<file path="config.mk">
export PLATFORM = sky130hd
export DESIGN_NAME = pid_controller_clamped_flat
export DESIGN_NICKNAME = d
export VERILOG_FILES = /design/src/design/pidc_pkg.sv /design/src/design/pidc_in_if.sv /design/src/design/pidc_out_if.sv /design/src/design/pidc_div.sv /design/src/design/pidc_dp.sv /design/src/design/pidc_ctrl.sv /design/src/design/pid_controller_clamped.sv /design/src/flat_wrapper.sv
export SDC_FILE = /design/constraint.sdc
export NUM_CORES = 2
export LEC_CHECK = 0
export ABC_CLOCK_PERIOD_IN_PS = 11800
export CAP_MARGIN = 20
export CELL_PAD_IN_SITES_DETAIL_PLACEMENT = 0
export CELL_PAD_IN_SITES_GLOBAL_PLACEMENT = 1
export CORE_ASPECT_RATIO = 1.75
export CORE_MARGIN = 3
export CORE_UTILIZATION = 44
export CTS_CLUSTER_DIAMETER = 150
export CTS_CLUSTER_SIZE = 40
export DETAILED_ROUTE_END_ITERATION = 16
export DONT_BUFFER_PORTS = 1
export GPL_ROUTABILITY_DRIVEN = 0
export PLACE_DENSITY_LB_ADDON = 0.1
export SYNTH_ARGS = -nofsm -noshare
export SYNTH_HDL_FRONTEND = slang
export SYNTH_SLANG_ARGS = --single-unit
</file>
<file path="constraint.sdc">
create_clock -name i_clk -period 11.8 [get_ports i_clk]
set_input_delay 2.36 -clock i_clk [delete_from_list [all_inputs] [get_ports i_clk]]
set_output_delay 2.36 -clock i_clk [all_outputs]
set_load 0.01 [all_outputs]
</file>
<file path="src/design/pidc_pkg.sv">
package pidc_pkg;

    // Default width of the integral accumulator.
    localparam int INTEGRAL_BITS_DEF = 40;

    // Fixed field widths.
    localparam int DATA_W  = 16;
    localparam int ERR_W   = DATA_W + 1;
    localparam int DIFF_W  = ERR_W + 1;
    localparam int DT_FRAC = 12;
    localparam int DERIV_W = DIFF_W + DT_FRAC;

    // Shared multiplier: unsigned 16-bit factor against a signed 33-bit factor.
    localparam int MUL_A_W = DATA_W + 1;
    localparam int MUL_B_W = 33;
    localparam int PROD_W  = MUL_A_W + MUL_B_W;

    // The integral is split into two 32-bit halves of a 64-bit word for the multiplier.
    localparam int EXT_W       = 64;
    localparam int HALF_W      = EXT_W / 2;
    localparam int GAIN_SHIFT  = 8;
    localparam int INTEG_SHIFT = 20;

    // Configuration port.
    localparam int PADDR_W = 5;
    localparam int PDATA_W = 32;
    localparam int REG_IDX_W = 3;

    typedef enum logic [REG_IDX_W-1:0] {
        REG_GAIN_PROP  = 3'd0,
        REG_GAIN_INTEG = 3'd1,
        REG_GAIN_DERIV = 3'd2,
        REG_OUT_LOWER  = 3'd3,
        REG_OUT_UPPER  = 3'd4
    } t_reg_idx;

    typedef enum logic [1:0] {
        CLAMP_NONE = 2'd0,
        CLAMP_HIGH = 2'd1,
        CLAMP_LOW  = 2'd2
    } t_clamp;

    typedef enum logic [2:0] {
        MUL_ERR_DT,
        MUL_PROP,
        MUL_INT_HI,
        MUL_INT_LO,
        MUL_DERIV
    } t_mul_sel;

    typedef enum logic [2:0] {
        ACC_NONE,
        ACC_PROP,
        ACC_INT_HI,
        ACC_INT_LO,
        ACC_DERIV
    } t_acc_sel;

    typedef enum logic [3:0] {
        ST_IDLE,
        ST_MUL_ED,
        ST_INTEG,
        ST_MUL_IHI,
        ST_MUL_ILO,
        ST_ACC_ILO,
        ST_WAIT_DIV,
        ST_ACC_D,
        ST_FINISH
    } t_state;

    typedef struct packed {
        logic [DATA_W-1:0]        gain_prop;
        logic [DATA_W-1:0]        gain_integ;
        logic [DATA_W-1:0]        gain_deriv;
        logic signed [DATA_W-1:0] out_lower;
        logic signed [DATA_W-1:0] out_upper;
    } t_cfg;

    typedef struct packed {
        logic     load;
        logic     integ_upd;
        logic     div_start;
        t_mul_sel mul_sel;
        t_acc_sel acc_sel;
        logic     out_load;
    } t_dp_cmd;

    typedef struct packed {
        logic dt_zero;
        logic div_busy;
        logic out_free;
    } t_dp_sts;

endpackage

</file>
<file path="src/design/pidc_in_if.sv">
interface pidc_in_if;
    logic               valid;
    logic               ready;
    logic               func;
    logic signed [15:0] measured;
    logic signed [15:0] target;
    logic [15:0]        dt;

    modport source (output valid, func, measured, target, dt, input ready);
    modport sink   (input valid, func, measured, target, dt, output ready);
endinterface

</file>
<file path="src/design/pidc_out_if.sv">
interface pidc_out_if;
    logic               valid;
    logic               ready;
    logic signed [15:0] drive;
    logic [1:0]         clamp_state;
    logic               dt_zero;

    modport source (output valid, drive, clamp_state, dt_zero, input ready);
    modport sink   (input valid, drive, clamp_state, dt_zero, output ready);
endinterface

</file>
<file path="src/design/pidc_div.sv">
module pidc_div (
    input  logic                                  i_clk,
    input  logic                                  i_rst_n,
    input  logic                                  i_start,
    input  logic signed [pidc_pkg::DIFF_W-1:0]    i_diff,
    input  logic [pidc_pkg::DATA_W-1:0]           i_den,
    output logic                                  o_busy,
    output logic signed [pidc_pkg::DERIV_W-1:0]   o_quot
);
    import pidc_pkg::*;

    // Sign and magnitude restoring division, one quotient bit per cycle.
    localparam int MAG_W = DIFF_W - 1;
    localparam int NUM_W = MAG_W + DT_FRAC;
    localparam int CNT_W = $clog2(NUM_W);

    logic                r_busy;
    logic [CNT_W-1:0]    r_cnt;
    logic                r_neg;
    logic [DATA_W-1:0]   r_den;
    logic [DATA_W-1:0]   r_rem;
    logic [NUM_W-1:0]    r_quo;

    logic [MAG_W-1:0]    diff_mag;
    logic [DATA_W:0]     trial;
    logic [DATA_W:0]     trial_sub;
    logic                fits;
    logic [DERIV_W-1:0]  quo_ext;

    always_comb begin
        diff_mag  = i_diff[DIFF_W-1] ? MAG_W'(-i_diff) : MAG_W'(i_diff);
        trial     = {r_rem, r_quo[NUM_W-1]};
        trial_sub = trial - {1'b0, r_den};
        fits      = trial >= {1'b0, r_den};
        quo_ext   = DERIV_W'(r_quo);
        o_quot    = r_neg ? -$signed(quo_ext) : $signed(quo_ext);
        o_busy    = r_busy;
    end

    always_ff @(posedge i_clk) begin
        if (!i_rst_n) begin
            r_busy <= 1'b0;
            r_cnt  <= '0;
        end else if (i_start) begin
            r_busy <= 1'b1;
            r_cnt  <= CNT_W'(NUM_W - 1);
        end else if (r_busy) begin
            if (r_cnt == '0) begin
                r_busy <= 1'b0;
            end
            r_cnt <= r_cnt - 1'b1;
        end
    end

    always_ff @(posedge i_clk) begin
        if (i_start) begin
            r_neg <= i_diff[DIFF_W-1];
            r_den <= i_den;
            r_rem <= '0;
            r_quo <= {diff_mag, {DT_FRAC{1'b0}}};
        end else if (r_busy) begin
            r_rem <= fits ? trial_sub[DATA_W-1:0] : trial[DATA_W-1:0];
            r_quo <= {r_quo[NUM_W-2:0], fits};
        end
    end

endmodule

</file>
<file path="src/design/pidc_dp.sv">
module pidc_dp #(
    parameter int INTEGRAL_BITS = pidc_pkg::INTEGRAL_BITS_DEF
) (
    input  logic                              i_clk,
    input  logic                              i_rst_n,
    input  pidc_pkg::t_dp_cmd                 i_cmd,
    output pidc_pkg::t_dp_sts                 o_sts,
    input  pidc_pkg::t_cfg                    i_cfg,
    input  logic                              i_func,
    input  logic signed [pidc_pkg::DATA_W-1:0] i_measured,
    input  logic signed [pidc_pkg::DATA_W-1:0] i_target,
    input  logic [pidc_pkg::DATA_W-1:0]       i_dt,
    input  logic                              i_out_ready,
    output logic                              o_out_valid,
    output logic signed [pidc_pkg::DATA_W-1:0] o_drive,
    output logic [1:0]                        o_clamp_state,
    output logic                              o_dt_zero
);
    import pidc_pkg::*;

    localparam int IB    = INTEGRAL_BITS;
    localparam int SAT_W = ((IB > MUL_B_W) ? IB : MUL_B_W) + 1;
    localparam int SUM_W = ((IB > 42) ? IB - 4 : 38) + 2;

    localparam logic signed [SAT_W-1:0] IMAX = {{(SAT_W - IB + 1){1'b0}}, {(IB - 1){1'b1}}};
    localparam logic signed [SAT_W-1:0] IMIN = ~IMAX;

    logic                      r_func;
    logic signed [ERR_W-1:0]   r_err;
    logic [DATA_W-1:0]         r_dt;
    logic signed [ERR_W-1:0]   r_last_err;
    logic signed [IB-1:0]      r_integ;
    logic signed [PROD_W-1:0]  r_prod;
    logic signed [SUM_W-1:0]   r_sum;
    logic                      r_out_valid;
    logic signed [DATA_W-1:0]  r_drive;
    t_clamp                    r_clamp;
    logic                      r_dt_zero;

    logic signed [ERR_W-1:0]   n_err;
    logic signed [IB-1:0]      n_integ;
    logic signed [SUM_W-1:0]   n_sum;
    logic                      dt_zero;
    logic signed [DIFF_W-1:0]  diff;
    logic signed [EXT_W-1:0]   integ_ext;
    logic signed [MUL_A_W-1:0] mul_a;
    logic signed [MUL_B_W-1:0] mul_b;
    logic signed [PROD_W-1:0]  prod_full;
    logic signed [DERIV_W-1:0] div_quot;
    logic signed [DERIV_W-1:0] deriv;
    logic                      div_busy;
    logic signed [SAT_W-1:0]   sat_sum;
    logic signed [SUM_W-1:0]   lim_lo;
    logic signed [SUM_W-1:0]   lim_hi;
    logic signed [DATA_W-1:0]  clamp_drive;
    t_clamp                    clamp_code;

    pidc_div u_div (
        .i_clk   (i_clk),
        .i_rst_n (i_rst_n),
        .i_start (i_cmd.div_start),
        .i_diff  (diff),
        .i_den   (r_dt),
        .o_busy  (div_busy),
        .o_quot  (div_quot)
    );

    always_comb begin
        n_err     = ERR_W'(i_target) - ERR_W'(i_measured);
        dt_zero   = (r_dt == '0);
        diff      = DIFF_W'(r_err) - DIFF_W'(r_last_err);
        integ_ext = EXT_W'(r_integ);
        deriv     = dt_zero ? '0 : div_quot;

        o_sts.dt_zero  = dt_zero;
        o_sts.div_busy = div_busy;
        o_sts.out_free = !r_out_valid || i_out_ready;
    end

    // Operand selection for the shared multiplier.
    always_comb begin
        case (i_cmd.mul_sel)
            MUL_ERR_DT: begin
                mul_a = {1'b0, r_dt};
                mul_b = MUL_B_W'(r_err);
            end
            MUL_PROP: begin
                mul_a = {1'b0, i_cfg.gain_prop};
                mul_b = MUL_B_W'(r_err);
            end
            MUL_INT_HI: begin
                mul_a = {1'b0, i_cfg.gain_integ};
                mul_b = MUL_B_W'($signed(integ_ext[EXT_W-1:HALF_W]));
            end
            MUL_INT_LO: begin
                mul_a = {1'b0, i_cfg.gain_integ};
                mul_b = {1'b0, integ_ext[HALF_W-1:0]};
            end
            MUL_DERIV: begin
                mul_a = {1'b0, i_cfg.gain_deriv};
                mul_b = MUL_B_W'(deriv);
            end
            default: begin
                mul_a = '0;
                mul_b = '0;
            end
        endcase
        prod_full = mul_a * mul_b;
    end

    // Saturating integral update; the error times dt product sits in the low bits of r_prod.
    always_comb begin
        sat_sum = SAT_W'(r_integ) + SAT_W'($signed(r_prod[MUL_B_W-1:0]));
        if (sat_sum > IMAX) begin
            n_integ = IMAX[IB-1:0];
        end else if (sat_sum < IMIN) begin
            n_integ = IMIN[IB-1:0];
        end else begin
            n_integ = sat_sum[IB-1:0];
        end
    end

    // Each gain term is floored on its own before it joins the sum.
    always_comb begin
        case (i_cmd.acc_sel)
            ACC_PROP:   n_sum = SUM_W'(r_prod >>> GAIN_SHIFT);
            ACC_INT_HI: n_sum = r_sum + (SUM_W'(r_prod) <<< (HALF_W - INTEG_SHIFT));
            ACC_INT_LO: n_sum = r_sum + SUM_W'({1'b0, r_prod[DATA_W+HALF_W-1:INTEG_SHIFT]});
            ACC_DERIV:  n_sum = r_sum + SUM_W'(r_prod >>> GAIN_SHIFT);
            default:    n_sum = r_sum;
        endcase
    end

    // Clamp, with the upper limit tested first; a clear item gives a zero drive and no clamp.
    always_comb begin
        lim_lo = SUM_W'(i_cfg.out_lower);
        lim_hi = SUM_W'(i_cfg.out_upper);
        if (r_func) begin
            clamp_drive = '0;
            clamp_code  = CLAMP_NONE;
        end else if (r_sum > lim_hi) begin
            clamp_drive = i_cfg.out_upper;
            clamp_code  = CLAMP_HIGH;
        end else if (r_sum < lim_lo) begin
            clamp_drive = i_cfg.out_lower;
            clamp_code  = CLAMP_LOW;
        end else begin
            clamp_drive = r_sum[DATA_W-1:0];
            clamp_code  = CLAMP_NONE;
        end
    end

    always_ff @(posedge i_clk) begin
        if (!i_rst_n) begin
            r_integ     <= '0;
            r_last_err  <= '0;
            r_out_valid <= 1'b0;
        end else begin
            if (i_cmd.load && i_func) begin
                r_integ    <= '0;
                r_last_err <= '0;
            end else if (i_cmd.integ_upd) begin
                r_integ    <= n_integ;
                r_last_err <= r_err;
            end
            if (i_cmd.out_load) begin
                r_out_valid <= 1'b1;
            end else if (i_out_ready) begin
                r_out_valid <= 1'b0;
            end
        end
    end

    always_ff @(posedge i_clk) begin
        if (i_cmd.load) begin
            r_func <= i_func;
            r_err  <= n_err;
            r_dt   <= i_dt;
        end
        r_prod <= prod_full;
        r_sum  <= n_sum;
        if (i_cmd.out_load) begin
            r_drive   <= clamp_drive;
            r_clamp   <= clamp_code;
            r_dt_zero <= !r_func && dt_zero;
        end
    end

    assign o_out_valid   = r_out_valid;
    assign o_drive       = r_drive;
    assign o_clamp_state = r_clamp;
    assign o_dt_zero     = r_dt_zero;

endmodule

</file>
<file path="src/design/pidc_ctrl.sv">
module pidc_ctrl (
    input  logic              i_clk,
    input  logic              i_rst_n,
    input  logic              i_in_valid,
    input  logic              i_in_func,
    input  pidc_pkg::t_dp_sts i_sts,
    output logic              o_in_ready,
    output pidc_pkg::t_dp_cmd o_cmd
);
    import pidc_pkg::*;

    t_state r_state;
    t_state n_state;

    always_ff @(posedge i_clk) begin
        if (!i_rst_n) begin
            r_state <= ST_IDLE;
        end else begin
            r_state <= n_state;
        end
    end

    always_comb begin
        n_state = r_state;
        unique case (r_state)
            ST_IDLE: begin
                if (i_in_valid) begin
                    n_state = i_in_func ? ST_FINISH : ST_MUL_ED;
                end
            end
            ST_MUL_ED:   n_state = ST_INTEG;
            ST_INTEG:    n_state = ST_MUL_IHI;
            ST_MUL_IHI:  n_state = ST_MUL_ILO;
            ST_MUL_ILO:  n_state = ST_ACC_ILO;
            ST_ACC_ILO:  n_state = ST_WAIT_DIV;
            ST_WAIT_DIV: begin
                if (!i_sts.div_busy) begin
                    n_state = ST_ACC_D;
                end
            end
            ST_ACC_D:    n_state = ST_FINISH;
            ST_FINISH: begin
                if (i_sts.out_free) begin
                    n_state = ST_IDLE;
                end
            end
            default:     n_state = ST_IDLE;
        endcase
    end

    always_comb begin
        o_in_ready      = 1'b0;
        o_cmd.load      = 1'b0;
        o_cmd.integ_upd = 1'b0;
        o_cmd.div_start = 1'b0;
        o_cmd.mul_sel   = MUL_ERR_DT;
        o_cmd.acc_sel   = ACC_NONE;
        o_cmd.out_load  = 1'b0;
        unique case (r_state)
            ST_IDLE: begin
                o_in_ready = 1'b1;
                o_cmd.load = i_in_valid;
            end
            ST_MUL_ED: begin
                o_cmd.mul_sel = MUL_ERR_DT;
            end
            ST_INTEG: begin
                o_cmd.integ_upd = 1'b1;
                o_cmd.div_start = !i_sts.dt_zero;
                o_cmd.mul_sel   = MUL_PROP;
            end
            ST_MUL_IHI: begin
                o_cmd.acc_sel = ACC_PROP;
                o_cmd.mul_sel = MUL_INT_HI;
            end
            ST_MUL_ILO: begin
                o_cmd.acc_sel = ACC_INT_HI;
                o_cmd.mul_sel = MUL_INT_LO;
            end
            ST_ACC_ILO: begin
                o_cmd.acc_sel = ACC_INT_LO;
            end
            ST_WAIT_DIV: begin
                o_cmd.mul_sel = MUL_DERIV;
            end
            ST_ACC_D: begin
                o_cmd.acc_sel = ACC_DERIV;
            end
            ST_FINISH: begin
                o_cmd.out_load = i_sts.out_free;
            end
            default: begin
                o_in_ready = 1'b0;
            end
        endcase
    end

endmodule

</file>
<file path="src/design/pid_controller_clamped.sv">
// Channel   Direction  Carries
// i_in      sink       func, measured, target, dt (valid/ready transfer)
// o_out     source     drive, clamp_state, dt_zero (valid/ready transfer)
// APB       slave      gain_prop, gain_integ, gain_deriv, out_lower, out_upper at 4*i
//
// A control step runs from its transfer into i_in through the bit-serial
// derivative divider to its result in the output register; a zero dt skips
// the divider and a clear item goes straight to the result. i_in is ready
// again once the result is loaded. Reset clears the integral, previous error,
// gains and control state, and sets the output limits to the full range. A stalled
// o_out holds its result; the next item is worked on and then waits at its last step.
module pid_controller_clamped #(
    parameter int INTEGRAL_BITS = pidc_pkg::INTEGRAL_BITS_DEF
) (
    input  logic                             i_clk,
    input  logic                             i_rst_n,
    input  logic                             psel,
    input  logic                             penable,
    input  logic                             pwrite,
    input  logic [pidc_pkg::PADDR_W-1:0]     paddr,
    input  logic [pidc_pkg::PDATA_W-1:0]     pwdata,
    output logic [pidc_pkg::PDATA_W-1:0]     prdata,
    output logic                             pready,
    pidc_in_if.sink                          i_in,
    pidc_out_if.source                       o_out
);
    import pidc_pkg::*;

    // Configuration registers, read directly by the datapath with no shadow copy;
    // writes must arrive only while the block is idle, which it does not enforce.
    t_cfg           r_cfg;
    logic           cfg_wr;
    t_reg_idx       reg_idx;

    t_dp_cmd        dp_cmd;
    t_dp_sts        dp_sts;
    logic           in_ready;
    logic           out_valid;
    logic signed [DATA_W-1:0] out_drive;
    logic [1:0]     out_clamp;
    logic           out_dt_zero;

    // Register index is the word address; the byte offset within a word is ignored.
    assign reg_idx = t_reg_idx'(paddr[PADDR_W-1:2]);
    assign cfg_wr  = psel && penable && pwrite;
    assign pready  = 1'b1;

    always_ff @(posedge i_clk) begin
        if (!i_rst_n) begin
            r_cfg.gain_prop  <= '0;
            r_cfg.gain_integ <= '0;
            r_cfg.gain_deriv <= '0;
            r_cfg.out_lower  <= {1'b1, {(DATA_W - 1){1'b0}}};
            r_cfg.out_upper  <= {1'b0, {(DATA_W - 1){1'b1}}};
        end else if (cfg_wr) begin
            unique case (reg_idx)
                REG_GAIN_PROP:  r_cfg.gain_prop  <= pwdata[DATA_W-1:0];
                REG_GAIN_INTEG: r_cfg.gain_integ <= pwdata[DATA_W-1:0];
                REG_GAIN_DERIV: r_cfg.gain_deriv <= pwdata[DATA_W-1:0];
                REG_OUT_LOWER:  r_cfg.out_lower  <= $signed(pwdata[DATA_W-1:0]);
                REG_OUT_UPPER:  r_cfg.out_upper  <= $signed(pwdata[DATA_W-1:0]);
                default: begin
                    r_cfg <= r_cfg;
                end
            endcase
        end
    end

    // Read-back: gains zero-extended, limits sign-extended.
    always_comb begin
        unique case (reg_idx)
            REG_GAIN_PROP:  prdata = PDATA_W'(r_cfg.gain_prop);
            REG_GAIN_INTEG: prdata = PDATA_W'(r_cfg.gain_integ);
            REG_GAIN_DERIV: prdata = PDATA_W'(r_cfg.gain_deriv);
            REG_OUT_LOWER:  prdata = PDATA_W'(r_cfg.out_lower);
            REG_OUT_UPPER:  prdata = PDATA_W'(r_cfg.out_upper);
            default:        prdata = '0;
        endcase
    end

    // The controller sequences the shared multiplier, the accumulator and
    // the divider; it only sees the datapath through the command and status
    // structures.
    pidc_ctrl u_ctrl (
        .i_clk      (i_clk),
        .i_rst_n    (i_rst_n),
        .i_in_valid (i_in.valid),
        .i_in_func  (i_in.func),
        .i_sts      (dp_sts),
        .o_in_ready (in_ready),
        .o_cmd      (dp_cmd)
    );

    pidc_dp #(
        .INTEGRAL_BITS (INTEGRAL_BITS)
    ) u_dp (
        .i_clk         (i_clk),
        .i_rst_n       (i_rst_n),
        .i_cmd         (dp_cmd),
        .o_sts         (dp_sts),
        .i_cfg         (r_cfg),
        .i_func        (i_in.func),
        .i_measured    (i_in.measured),
        .i_target      (i_in.target),
        .i_dt          (i_in.dt),
        .i_out_ready   (o_out.ready),
        .o_out_valid   (out_valid),
        .o_drive       (out_drive),
        .o_clamp_state (out_clamp),
        .o_dt_zero     (out_dt_zero)
    );

    assign i_in.ready        = in_ready;
    assign o_out.valid       = out_valid;
    assign o_out.drive       = out_drive;
    assign o_out.clamp_state = out_clamp;
    assign o_out.dt_zero     = out_dt_zero;

endmodule

</file>
<file path="src/flat_wrapper.sv">
// flat-port wrapper written by rule: the top's interface ports become plain ports
module pid_controller_clamped_flat import pidc_pkg::*;
#(
    parameter int INTEGRAL_BITS = pidc_pkg::INTEGRAL_BITS_DEF
)
  (i_clk, i_rst_n, psel, penable, pwrite, paddr, pwdata, prdata, pready, i_in_valid, i_in_func, i_in_measured, i_in_target, i_in_dt, i_in_ready, o_out_valid, o_out_drive, o_out_clamp_state, o_out_dt_zero, o_out_ready);
  pidc_in_if i_in_i ();
  pidc_out_if o_out_i ();
  input  logic i_clk;
  input  logic i_rst_n;
  input  logic psel;
  input  logic penable;
  input  logic pwrite;
  input  logic [pidc_pkg::PADDR_W-1:0] paddr;
  input  logic [pidc_pkg::PDATA_W-1:0] pwdata;
  output logic [pidc_pkg::PDATA_W-1:0] prdata;
  output logic pready;
  input wire logic [$bits(i_in_i.valid)-1:0] i_in_valid;
  input wire logic [$bits(i_in_i.func)-1:0] i_in_func;
  input wire logic [$bits(i_in_i.measured)-1:0] i_in_measured;
  input wire logic [$bits(i_in_i.target)-1:0] i_in_target;
  input wire logic [$bits(i_in_i.dt)-1:0] i_in_dt;
  output wire logic [$bits(i_in_i.ready)-1:0] i_in_ready;
  output wire logic [$bits(o_out_i.valid)-1:0] o_out_valid;
  output wire logic [$bits(o_out_i.drive)-1:0] o_out_drive;
  output wire logic [$bits(o_out_i.clamp_state)-1:0] o_out_clamp_state;
  output wire logic [$bits(o_out_i.dt_zero)-1:0] o_out_dt_zero;
  input wire logic [$bits(o_out_i.ready)-1:0] o_out_ready;
  assign i_in_i.valid = i_in_valid;
  assign i_in_i.func = i_in_func;
  assign i_in_i.measured = i_in_measured;
  assign i_in_i.target = i_in_target;
  assign i_in_i.dt = i_in_dt;
  assign i_in_ready = i_in_i.ready;
  assign o_out_valid = o_out_i.valid;
  assign o_out_drive = o_out_i.drive;
  assign o_out_clamp_state = o_out_i.clamp_state;
  assign o_out_dt_zero = o_out_i.dt_zero;
  assign o_out_i.ready = o_out_ready;
  pid_controller_clamped #(.INTEGRAL_BITS(INTEGRAL_BITS)) u_core (.i_clk(i_clk), .i_rst_n(i_rst_n), .psel(psel), .penable(penable), .pwrite(pwrite), .paddr(paddr), .pwdata(pwdata), .prdata(prdata), .pready(pready), .i_in(i_in_i), .o_out(o_out_i));
endmodule
</file>
## Word level (Yosys, flattened, before mapping)

Cells that the tools add are included.

| word-level totals | value |
|---|---|
| output and inout port bits | 54 |
| logic and storage cells | 127 |
| register bits | 351 |

| operators by class | value |
|---|---|
| $mul | 1 |
| $add $sub $neg | 10 |
| bitwise gates (word level) | 1 |
| equality and inequality tests | 23 |
| muxes and demuxes | 34 |
| reductions and logical operators | 27 |
| magnitude comparators | 5 |

Operators by type and width:

| kind | number |
|---|---|
| $pmux W32 S5 | 1 |
| $pmux W40 S4 | 1 |
| $pmux W33 S4 | 1 |
| $add A40 B40 Y40 | 2 |
| $mux W40 | 2 |
| $pmux W16 S4 | 1 |
| $mux W30 | 2 |
| $mux W29 | 2 |
| $mul A17 B33 Y48 | 1 |
| $mux W16 | 3 |
| $add A40 B33 Y41 | 1 |
| $gt A41 B40 Y1 const B | 1 |
| $lt A41 B40 Y1 const B | 1 |
| $add A40 B28 Y40 | 1 |
| $gt A40 B16 Y1 | 1 |
| $lt A40 B16 Y1 | 1 |
| $pmux W4 S9 | 1 |
| $neg A29 Y30 | 1 |
| $pmux W3 S4 | 2 |
| $eq A3 B2 Y1 const B | 6 |
| $sub A17 B17 Y18 | 1 |
| $ge A17 B16 Y1 | 1 |
| $mux W17 | 1 |
| $neg A17 Y17 | 1 |
| 27 further kinds | 65 |

## Depth between registers and ports, before layout

| logic depth | value |
|---|---|
| depth after elaboration | 6 |
| gate-level depth with buffers | 36 |
| depth with buffers taken out | 31 |

## Modules after synthesis

A second synthesis with hierarchy kept.

| second synthesis, totals | value |
|---|---|
| cell total of the unflattened synthesis | 5,287 |
| area, all modules | 45,188.3 sq um |

By module, submodules not included:

| module | area an instance (sq um) | cells each | instances | sequential area each (sq um) |
|---|---|---|---|---|
| pidc_dp | 36,503.8 | 4,348 | 1 | 4,914.7 |
| pidc_div | 4,575.6 | 494 | 1 | 1,701.6 |
| pid_controller_clamped | 3,761.1 | 403 | 1 | 1,601.5 |
| pidc_ctrl | 347.8 | 42 | 1 | 80.1 |

## Worst setup path before layout

Ideal clock, no wire load.

| timing path | value |
|---|---|
| path kind | register to register |
| start point | reg u_core.u_ctrl.r_state[0] |
| end point | reg u_core.u_dp.r_prod[45] |
| setup time | 0.134 ns |
| required time | 11.666 ns |
| data arrival time | 8.478 ns |
| path buffers | 5 |
| clock period less this slack | 8.612 ns |
| setup slack | 3.188 ns |
| stages on the path, launching flop included | 32 |
| cell sequence | dfxtp_1 -> clkbuf_1 -> nand2_1 -> nor3_1 -> or2_2 -> clkbuf_1 -> clkbuf_1 -> a222oi_1 -> nand2_1 -> clkbuf_1 -> clkbuf_1 -> nand2_1 -> fa_1 -> inv_1 -> fa_1 -> fa_1 -> fa_1 -> fa_1 -> inv_1 -> fa_1 -> inv_1 -> ha_1 -> o21ai_0 -> nand2b_1 -> and3_1 -> nand2_1 -> o21ai_0 -> a211o_1 -> o41ai_1 -> o21ai_0 -> mux2i_1 -> or4_1 |

| between the ends | value |
|---|---|
| cells in the longest elaborated chain, start to end | 6 |

RTL lines:

| item | line | source |
|---|---|---|
| start: declaration | pidc_ctrl.sv:12 | `t_state r_state;` |
| start signal: assignment | pidc_ctrl.sv:19 | `r_state <= n_state;` |
| $eq A4 B3 Y1 or $eq A4 B2 Y1 (tied branches) | pidc_ctrl.sv:59 | `unique case (r_state)` |
| $pmux W3 S4 * | pidc_ctrl.sv:59 |  |
| $eq A3 B2 Y1 (tied with other cells) | pidc_dp.sv:82 | `case (i_cmd.mul_sel)` |
| $reduce_or A2 Y1 (no source line) | -- |  |
| $pmux W16 S4 or $pmux W33 S4 (tied branches) | pidc_dp.sv:82 |  |
| $mul A17 B33 Y48 * | pidc_dp.sv:108 | `prod_full = mul_a * mul_b;` |
| named net u_core.u_dp.prod_full[45] | pidc_dp.sv:48 | `logic signed [PROD_W-1:0] prod_full;` |
| end signal: assignment | pidc_dp.sv:180 | `r_prod <= prod_full;` |
| end: declaration | pidc_dp.sv:33 | `logic signed [PROD_W-1:0] r_prod;` |

The timed path passes the listed nets; every way through them passes the cells marked *.
A chain may end at the register's enable or synchronous reset.

## Worst setup path in the final report

| timing path | value |
|---|---|
| start point | reg u_core.u_ctrl.r_state[3] |
| end point | reg u_core.u_dp.r_prod[45] |

Same word-level chain as after synthesis.

==> results by group <==
Timing
  • Slew headroom: 0.225
  • Peak Freq: 0.0931 GHz
  • Unrepaired setup endpoints after global routing: no
  • Final Cycle Share: 0.910
  • Post-Route Setup TNS: 0 ps
  • Min Tclk post-route: 10740 ps
  • Final setup fails: 0
  • Max-slew violations: 0
  • Final Hold Viols: 0
  • Clock Skews: 50.7 ps
  • Worst slew pin tran: 1150 ps
  • Worst hold slack: 465 ps

Clock tree
  • Worst-Skew Late Latency: 590 ps
  • Worst-path clk slew: 180 ps
  • TritonCTS clock tree: yes
  • Clk root buf: clkbuf_16
  • Post-CTS Setup Inserts: 0
  • CTS max path bufs: 3
  • Clock sink count: 351
  • CTS H-tree lvls: 1
  • CTS hold repair buffers: 0
  • CTS resizes: 0
  • TritonCTS Buffers: 12

Yosys
  • Yosys warnings: 0
  • Mapped Nets: 6238
  • Ys async rst share: 0
  • Yosys reg bits: 351
  • Ys flop type: dfxtp_1
  • Synth Instances: 5267
  • Netlist cell types: 91
  • Synthesized area: 44300 um^2
  • Post-synthesis average cell area: 8.40 um^2
  • Seq/Total Area, Yosys: 0.187
  • Number of synthesized flops with an enable pin: 127

Detailed routing
  • Total wire length: 167000 um
  • Routed vias: 37785
  • DRT Pass-1 Iters: 6
  • Initial DRC count: 2286
  • Antenna Nets Post-Route: 0
  • Via density: 5.85
  • Wire per inst: 25.9 um
  • # DRC: 0

Finish
  • Nets: 6109
  • Final instance area: 46200 um^2
  • Synth-to-Final Area Change: 4.38%
  • Share of layout cells above drive strength 1: 0.0367

Min path
  • Hold endpoint: u_core.u_dp.r_last_err[2]
  • Hold path startpoint: u_core.u_dp.r_last_err[2]
  • Hold Path Cell Cnt: 2
  • Hold WC Path Type: reg2reg

Critical path
  • CP bufs+invs: 4
  • Worst setup SP type: flip-flop
  • Crit path max fanout: 17
  • R2r worst-path depth: 25
  • Flop-to-flop setup slack: 1060 ps
  • R2R Path End: u_core.u_dp.r_prod[45]
  • Cell seen most often among critical-path stages: fa_1
  • Worst Setup End Kind: flip-flop
  • CP arrival: 11200 ps
  • Cell family with most CP delay: compound AO/OA/AOI/OAI gates
  • Critical path's slowest cell: a222oi_1
  • Max incr delay on CP: 840 ps
  • Reg2Reg Launch Point: u_core.u_ctrl.r_state[3]
  • CP Class: reg2reg
  • Worst EP required: 12260 ps

Die
  • Starting Density: 0.445
  • Die Ht: 426 um
  • Core box area: 99500 um^2
  • # rows: 153
  • I/O Pins: 147
  • Full die area: 105000 um^2
  • Die width: 246 um

Place
  • Placed Area: 45700 um^2
  • Buffers on Ports: 0
  • Hpwl dp: 134000 um

Job
  • Number of max-cap violations: 0

Global route
  • Tot GR Track Use: 0.321
  • Initial antenna violation count: 3
  • First-pass GRT wire length: 249000 um
  • Largest net degree at the start of global routing: 68
  • Vias in the first global route: 39088
  • GRT Residual Overflow: 0

Outcome
  • Status: completed
sequential cells by signal, summed over array words and instances, names as in the netlist:
register                   flops
u_core.u_dp.r_sum             40
u_core.u_dp.o_dt_zero          1
u_core.u_dp.o_drive           16
u_core.u_dp.u_div.r_neg        1
u_core.u_dp.u_div.o_busy       1
u_core.u_dp.o_out_valid        1
u_core.u_dp.r_func             1
u_core.u_dp.r_dt              16
u_core.u_dp.u_div.r_rem       16
u_core.u_ctrl.r_state          4
u_core.u_dp.u_div.r_den       16
u_core.u_dp.r_err             17
u_core.u_dp.r_last_err        17
u_core.u_dp.r_integ           40
u_core.u_dp.u_div.r_quo       29
u_core.r_cfg                  80
u_core.u_dp.u_div.r_cnt        5
u_core.u_dp.r_prod            48
u_core.u_dp.o_clamp_state      2
logic make-up (layout without fill, tap and decap cells):
kind of cell	count (synthesis)	count (layout)	share of synthesized area
other cells	1	3	0.0000847
flops	351	351	0.187
xor+xnor	251	251	0.0497
fa+ha+maj	882	882	0.334
simple gates	1519	1519	0.150
buf+inv	956	833	0.0830
compound gates	1235	1235	0.180
mux	72	72	0.0168
metrics by stage:
step	utilization	cells	setup slack, ps
2_1_floorplan	-	5267	3190
3_3_place_gp	0.459	6433	1390
3_5_place_dp	0.459	6435	1320
4_1_cts	0.463	6455	1210
5_1_grt	0.464	6462	661
6_report	0.464	6463	1060
cell type report:
type | count | area [um^2]
fillers | 10014 | 53300
multi-input cells | 3960 | 32400
flip-flops and latches | 351 | 8300
inverters | 724 | 2720
well taps | 1317 | 1650
repair buffers | 89 | 756
clock buffers | 18 | 344
clock inverters | 2 | 26.3
diodes | 2 | 5.00
worst max path at each step:
stage,slack [ps],startpoint,end,cells past startpoint
2_1_floorplan,3190,u_core.u_ctrl.r_state[0],u_core.u_dp.r_prod[45],31
3_3_place_gp,1390,u_core.u_ctrl.r_state[3],u_core.u_dp.r_prod[45],25
3_5_place_dp,1320,u_core.u_ctrl.r_state[3],u_core.u_dp.r_prod[45],25
4_1_cts,1210,u_core.u_ctrl.r_state[3],u_core.u_dp.r_prod[45],25
5_1_grt,660,u_core.u_ctrl.r_state[3],u_core.u_dp.r_prod[45],26
6_report,1060,u_core.u_ctrl.r_state[3],u_core.u_dp.r_prod[45],25
cell usage after synthesis (all sizes together), types with 15 or more instances:
library cell  instances  area, um^2
a22oi                27         203
a21oi               380        1940
o21a                 49         368
a221o                24         240
o21ai               279        1400
a211oi               53         398
o21bai               31         233
and3                 39         244
or2                  18         113
mux2                 18         203
dfxtp               224        4480
o211ai               45         338
nor3                 53         277
inv                 724        2720
and2                 18         113
fa                  498        9970
nand2               670        2520
nand2b               38         238
nand3                91         455
a21o                126         946
buf                  32         194
o31ai                23         173
nand4                41         263
nor2                454        1700
a31oi                28         175
edfxtp              127        3810
clkbuf              200         761
mux2i                54         541
ha                  380        4750
a222oi               18         180
a21boi               15         113
xor2                105         920
xnor2               146        1280
nor2b                32         200
placed cells by master (no fill, tap or decap), drive strengths merged, types with 45 or more instances in the layout:
cell / netlist / final
edfxtp: 127 / 127
mux2i: 54 / 54
nor3: 53 / 53
buf: 32 / 88
a21oi: 380 / 380
o21a: 49 / 49
a211oi: 53 / 53
fa: 498 / 498
a21o: 126 / 126
nand2: 670 / 670
nor2: 454 / 454
nand3: 91 / 91
inv: 724 / 725
dfxtp: 224 / 224
ha: 380 / 380
xnor2: 146 / 146
o211ai: 45 / 45
o21ai: 279 / 279
xor2: 105 / 105
worst reg2reg max path, stage by stage, from the launching register on:
cell      delay, ps
dfxtp_1         670
nand2b_1        620
nor2_4           40
or2_2           510
a222oi_1        860
a21boi_2        790
nor2_1          170
fa_1            580
inv_1            60
fa_1            600
fa_1            470
fa_1            500
inv_1            50
fa_1            520
inv_1            50
fa_1            520
inv_1            40
ha_1            360
and3_1          270
a31oi_1         530
o21ai_0         300
a211o_1         440
o41ai_1         640
o21ai_0         320
mux2i_1         170
or4_1           540
metal layers:
| metal | up-vias | share of wire | track usage |
|---|---|---|---|
| met4 | 2 | 0.11 | 0.263 |
| met3 | 497 | 0.037 | 0.0257 |
| met5 | - | 0.00014 | 0 |
| met2 | 1121 | 0.51 | 0.587 |
| li1 | 17395 | - | - |
| met1 | 18770 | 0.34 | 0.333 |
Power is left out: the tool's default activity adds up to more than one toggle a clock period on the data nets, which glitch-free logic cannot reach.
